<file path="src/rtl/cbpe_pkg.sv">
// ---------------------------------------------------------------------------
// cbpe_pkg
// Shared types and constants for the cubic Bezier point evaluator.
// ---------------------------------------------------------------------------
package cbpe_pkg;

   // Fixed-point formats
   localparam int PARAM_W  = 17;                  // unsigned Q1.16 curve parameter
   localparam int WEIGHT_W = 18;                  // unsigned Q2.16 Bernstein weight, below 4.0
   localparam int COORD_W  = 20;                  // signed Q12.8 coordinate
   localparam int POINT_W  = 3 * COORD_W;         // packed x, y, z
   localparam int CSR_IDX_W = 2;

   localparam logic [PARAM_W-1:0] ONE_Q16 = PARAM_W'(65536);

   typedef logic [PARAM_W-1:0]         param_type;
   typedef logic [WEIGHT_W-1:0]        weight_type;
   typedef logic signed [COORD_W-1:0]  coord_type;
   typedef logic [POINT_W-1:0]         point_type;

   // Configuration register map
   typedef enum logic [CSR_IDX_W-1:0] {
      CSR_POINT_A = 2'd0,
      CSR_POINT_B = 2'd1,
      CSR_POINT_C = 2'd2,
      CSR_POINT_D = 2'd3
   } csr_index_type;

   // Four Bernstein weights for one parameter value
   typedef struct packed {
      weight_type w0;
      weight_type w1;
      weight_type w2;
      weight_type w3;
   } weights_type;

endpackage

</file>
<file path="src/rtl/cbpe_weight_gen.sv">
// ---------------------------------------------------------------------------
// cbpe_weight_gen
// Three-stage pipeline turning a Q1.16 parameter into the four cubic
// Bernstein weights, each product floored to 16 fraction bits.
// ---------------------------------------------------------------------------
module cbpe_weight_gen import cbpe_pkg::*; (
   input  logic        clock,
   input  logic        reset,
   input  logic        in_valid,
   output logic        in_ready,
   input  param_type   param_t,
   output logic        out_valid,
   input  logic        out_ready,
   output weights_type weights
);

   // Stage A: saturate t, form u = 1 - t
   logic        a_vld_ff, a_vld_in;
   param_type   a_t_ff, a_u_ff, a_t_in, a_u_in;
   // Stage B: squares
   logic        b_vld_ff, b_vld_in;
   param_type   b_t_ff, b_u_ff, b_uu_ff, b_tt_ff;
   param_type   b_uu_in, b_tt_in;
   // Stage C: cubes and cross terms
   logic        c_vld_ff, c_vld_in;
   weights_type c_w_ff, c_w_in;

   logic        a_rdy, b_rdy, c_rdy;
   logic [2*PARAM_W-1:0] sq_u, sq_t, cu_u, cu_t, x_ut, x_tu;
   logic [2*PARAM_W+1:0] tri_ut, tri_tu;

   // Per-stage ready: a stage moves when it is empty or its successor moves
   assign c_rdy    = !c_vld_ff || out_ready;
   assign b_rdy    = !b_vld_ff || c_rdy;
   assign a_rdy    = !a_vld_ff || b_rdy;
   assign in_ready = a_rdy;

   // Stage A datapath
   always_comb begin
      a_t_in = (param_t > ONE_Q16) ? ONE_Q16 : param_t;
      a_u_in = ONE_Q16 - a_t_in;
   end

   // Stage B datapath
   always_comb begin
      sq_u    = a_u_ff * a_u_ff;
      sq_t    = a_t_ff * a_t_ff;
      b_uu_in = sq_u[PARAM_W+15:16];
      b_tt_in = sq_t[PARAM_W+15:16];
   end

   // Stage C datapath: times three by shift and add
   always_comb begin
      cu_u   = b_uu_ff * b_u_ff;
      cu_t   = b_tt_ff * b_t_ff;
      x_ut   = b_uu_ff * b_t_ff;
      x_tu   = b_u_ff * b_tt_ff;
      tri_ut = {2'b00, x_ut} + {1'b0, x_ut, 1'b0};
      tri_tu = {2'b00, x_tu} + {1'b0, x_tu, 1'b0};
      c_w_in.w0 = {1'b0, cu_u[PARAM_W+15:16]};
      c_w_in.w1 = tri_ut[WEIGHT_W+15:16];
      c_w_in.w2 = tri_tu[WEIGHT_W+15:16];
      c_w_in.w3 = {1'b0, cu_t[PARAM_W+15:16]};
   end

   // Valid bits
   always_comb begin
      a_vld_in = a_rdy ? in_valid : a_vld_ff;
      b_vld_in = b_rdy ? a_vld_ff : b_vld_ff;
      c_vld_in = c_rdy ? b_vld_ff : c_vld_ff;
   end

   always_ff @(posedge clock) begin
      if (reset) begin
         a_vld_ff <= 1'b0;
         b_vld_ff <= 1'b0;
         c_vld_ff <= 1'b0;
      end else begin
         a_vld_ff <= a_vld_in;
         b_vld_ff <= b_vld_in;
         c_vld_ff <= c_vld_in;
      end
   end

   // Payload registers
   always_ff @(posedge clock) begin
      if (a_rdy && in_valid) begin
         a_t_ff <= a_t_in;
         a_u_ff <= a_u_in;
      end
      if (b_rdy && a_vld_ff) begin
         b_t_ff  <= a_t_ff;
         b_u_ff  <= a_u_ff;
         b_uu_ff <= b_uu_in;
         b_tt_ff <= b_tt_in;
      end
      if (c_rdy && b_vld_ff) begin
         c_w_ff <= c_w_in;
      end
   end

   assign out_valid = c_vld_ff;
   assign weights   = c_w_ff;

endmodule

</file>
<file path="config.mk">
export PLATFORM = sky130hd
export DESIGN_NAME = cbpe_weight_gen
export DESIGN_NICKNAME = d
export VERILOG_FILES = /design/src/rtl/cbpe_pkg.sv /design/src/rtl/cbpe_weight_gen.sv
export SDC_FILE = /design/constraint.sdc
export NUM_CORES = 2
export LEC_CHECK = 0
export BUFFER_PORTS_ARGS = -buffer_cell sky130_fd_sc_hd__buf_2
export CORE_ASPECT_RATIO = 0.7
export CORE_MARGIN = 4
export CORE_UTILIZATION = 50
export DETAILED_ROUTE_END_ITERATION = 8
export GPL_TIMING_DRIVEN = 1
export PLACE_DENSITY = 0.66
export SYNTH_ARGS = -nofsm -noshare
export SYNTH_HDL_FRONTEND = slang
export SYNTH_SLANG_ARGS = --single-unit
</file>
<file path="constraint.sdc">
create_clock -name clock -period 8.6 [get_ports clock]
set_input_delay 0 -clock clock [delete_from_list [all_inputs] [get_ports clock]]
set_output_delay 0 -clock clock [all_outputs]
set_load 0.1 [all_outputs]
</file>
==> results.txt <==
----------------------------------------------------
[CTS]
  Level count of the clock H-tree ... 4
  Root buffer cell ... sky130_fd_sc_hd__clkbuf_16
  TritonCTS clock tree ... done
  Buffers from clock root to sink, at most ... 2
  TritonCTS sink count ... 173
  Number of buffers inserted during clock tree synthesis ... 17
  Later-pin clock latency in the skew report ... 0.55 ns
  Clk pin slew, worst setup/hold paths ... 0.08 ns

[Floorplan]
  Die Y-Extent ... 297 um
  Top Ports ... 95
  Area of the die ... 125000 um2
  Initial cell density of the core ... 0.506
  Floorplan die width ... 421 um
  Number of rows created at floorplan ... 105
  Area of the core ... 118000 um2

[Worst hold path]
  Worst hold-check path type ... in -> reg

[STA]
  Highest clock rate ... 120 MHz
  Skew final ... 0.0262 ns
  Hold slack final ... 0.218 ns
  Worst slew margin ... 0.304
  Setup TNS after final layout ... 0 ns
  Actual slew at the worst max-slew pin ... 1.04 ns
  Final critical path time including I/O delays and setup ... 8.31 ns
  Final Hold Vio Count ... 0
  Share of the cycle needed by the critical path after routing ... 0.966
  Final setup violation count ... 0
  Max-slew violation total from the final report ... 0

[Synthesis]
  Synth warnings ... 0
  Distinct cell type count of the synthesized netlist ... 79
  Count of mapped cells out of synthesis ... 6486
  Count of flip-flops with a built-in enable after synthesis ... 170
  Dominant cells by area after synthesis ... sky130_fd_sc_hd__fa_1 43%, sky130_fd_sc_hd__ha_1 14%, sky130_fd_sc_hd__inv_1 10%
  Average cell area after synthesis ... 9.20 um2
  Yosys reg bits ... 173
  Yosys top cell area share ... 0.426
  Proportion of synthesized chip area in sequential cells ... 0.0866
  Share of async-settable or async-resettable flops after synthesis ... 0
  Netlist Area Pre-Place ... 59600 um2
  Leading area contributor after synthesis ... sky130_fd_sc_hd__fa_1
  Main flop type after synthesis ... sky130_fd_sc_hd__edfxtp_1

[Routing]
  Vias per inst ... 5.20
  Wire per inst ... 17.6 um
  DR iter-0 viols ... 2814
  Number of search-and-repair iterations in the first detailed-routing pass ... 5
  Remaining number of nets flagged by the antenna check after routing ... 0
  Wire length after detailed routing ... 143000 um
  Via count ... 42224
  Remaining DRCs ... 0

[Global route]
  Total routing usage reported by global routing ... 0.241
  Vias in the first global route ... 44905
  Aggregate global routing overflow ... 0
  Gr busiest metal ... met1
  GR Layer Usage met2 ... 0.358
  Largest net degree at the start of global routing ... 66
  Met3 capacity usage during global routing ... 0.0413
  Number of antenna violations at the first check in global routing ... 3
  Fraction of met1 tracks used by global routing ... 0.372
  Wire length of the first global-routing pass ... 240000 um

[Cells and area]
  Area growth, synth to finish ... 6.62%
  Share of post-route cells with drive strength above 1 ... 0.0546
  Cell area after layout ... 63600 um2
  Count of nets after finishing ... 8531
  Layout Cells excl Fill ... 8116

[Critical path]
  Slowest Stage Delay on Critical Path ... 0.60 ns
  Slowest stage cell on the critical path ... sky130_fd_sc_hd__edfxtp_1
  Critical path data required time ... 8.88 ns
  Kind of cell adding the most delay to the critical path ... adder cells
  Critical Path Start Type ... flop
  Category of the critical setup timing path ... reg -> reg
  Most frequent cell on the critical path ... sky130_fd_sc_hd__fa_1
  Critical path buffers and inverters ... 6
  Kind of capture point of the worst setup path ... flop
  Critical-path maximum fanout ... 27
  CP Data Arrival Time ... 8.59 ns

[Place]
  Gp weighted congestion ... 0.919
  Placed Area ... 62300 um2
  Placed cell count ... 8033
  Quantity of I/O buffers inserted on ports ... 92
  Half-perimeter wire length after detailed placement ... 118000 um

[Run]
  Max-cap viol count ... 0

[Outcome]
  Result of the run ... complete, no violations

----------------------------------------------------
[registers in the layout, summed over array words and instances, names as in the netlist]
| signal | cells |
|---|---|
| b_u_ff | 16 |
| weights | 70 |
| b_uu_ff | 17 |
| b_vld_ff | 1 |
| a_t_ff | 17 |
| a_vld_ff | 1 |
| out_valid | 1 |
| b_tt_ff | 17 |
| b_t_ff | 17 |
| a_u_ff | 16 |
[layer usage]
| metal | vias up | routed length (um) |
|---|---|---|
| li1 | 19422 | - |
| met1 | 21355 | 68500 |
| met3 | 133 | 10800 |
| met5 | - | 13 |
| met4 | 2 | 2270 |
| met2 | 1312 | 61300 |
[final cells by class]
cell class              instances  area (um2)
repair buffers                298        2160
multi-input cells            4394       47500
inverters                    1665        6250
well taps                    1551        1940
diodes                          3        7.51
flip-flops and latches        173        5160
clock inverters                15         194
fillers                     10528       54200
clock buffers                  17         425
[metrics by stage]
step           setup WS (ns)  utilization
2_1_floorplan          0.493            -
3_3_place_gp           0.272        0.529
3_5_place_dp           0.145        0.529
4_1_cts              0.00872        0.536
5_1_grt              -0.0442        0.540
6_report               0.291        0.540
[cell usage in the layout (no fill, tap or decap), types with 9 or more instances in the layout]
master and n:
sky130_fd_sc_hd__nand2_1 917, sky130_fd_sc_hd__o21ai_1 24, sky130_fd_sc_hd__nor2_1 139, sky130_fd_sc_hd__inv_1 1665, sky130_fd_sc_hd__a211oi_1 18, sky130_fd_sc_hd__fa_1 1270, sky130_fd_sc_hd__nand3_1 35, sky130_fd_sc_hd__nand2b_1 25
sky130_fd_sc_hd__buf_6 9, sky130_fd_sc_hd__buf_4 168, sky130_fd_sc_hd__xor2_1 56, sky130_fd_sc_hd__clkbuf_16 17, sky130_fd_sc_hd__o21a_1 32, sky130_fd_sc_hd__a21oi_1 113, sky130_fd_sc_hd__or3_1 11, sky130_fd_sc_hd__a31oi_1 10
sky130_fd_sc_hd__a21o_1 65, sky130_fd_sc_hd__edfxtp_1 170, sky130_fd_sc_hd__nor2b_1 41, sky130_fd_sc_hd__dlygate4sd3_1 24, sky130_fd_sc_hd__ha_1 689, sky130_fd_sc_hd__o21ai_0 51, sky130_fd_sc_hd__buf_2 92, sky130_fd_sc_hd__o21bai_1 13
sky130_fd_sc_hd__nand4_1 15, sky130_fd_sc_hd__nor3_1 36, sky130_fd_sc_hd__and3_1 21, sky130_fd_sc_hd__xnor2_1 123, sky130_fd_sc_hd__and2_1 531
[path summary, 6_finish.rpt]
check,start,to,slack [ns],depth (start not counted)
worst max-delay path,b_t_ff[10]$_DFFE_PP_,weights[53]$_DFFE_PP_,0.29,30
worst min-delay path,reset,b_vld_ff$_SDFFE_PP0P_,0.22,3
worst max register to register,b_t_ff[10]$_DFFE_PP_,weights[53]$_DFFE_PP_,0.29,30
worst min register to register,a_vld_ff$_SDFFE_PP0N_,b_vld_ff$_SDFFE_PP0P_,0.57,2
[cell families after synthesis]
logic type	synth area share
adders and majority gates	0.571
other	0.0000629
DFF	0.0866
AOI/OAI and AO/OA	0.0472
muxes	0.000545
xor gates and xnor gates	0.0272
buffers and inverters	0.121
and+or+nand+nor	0.146
[worst min-delay path: cells and delay by family]
kind / cells / cell delay, ns
buffers and inverters: 2 / 0.67
and+or+nand+nor: 1 / 0.04
[synthesized netlist by cell type (25+ instances only)]
cell                       instances
sky130_fd_sc_hd__inv_1          1665
sky130_fd_sc_hd__nand3_1          36
sky130_fd_sc_hd__xnor2_1         124
sky130_fd_sc_hd__nor2_1          139
sky130_fd_sc_hd__a21o_1           65
sky130_fd_sc_hd__xor2_1           56
sky130_fd_sc_hd__clkbuf_1        251
sky130_fd_sc_hd__ha_1            691
sky130_fd_sc_hd__nand2b_1         25
sky130_fd_sc_hd__o21a_1           32
sky130_fd_sc_hd__nor3_1           38
sky130_fd_sc_hd__edfxtp_1        170
sky130_fd_sc_hd__fa_1           1270
sky130_fd_sc_hd__a21oi_1         117
sky130_fd_sc_hd__nand2_1         918
sky130_fd_sc_hd__and2_1          534
sky130_fd_sc_hd__nor2b_1          42
sky130_fd_sc_hd__o21ai_0          55
[timing repair]
action	CTS	global route
endpoints found under the setup margin	0	9
hold buffers	24	0
setup buffers	0	24
endpoints found under the hold margin	37	0
gates resized for setup	0	47
Power is not shown: default switching activity piles up to over one toggle a cycle in this logic, so the estimate is an artifact.
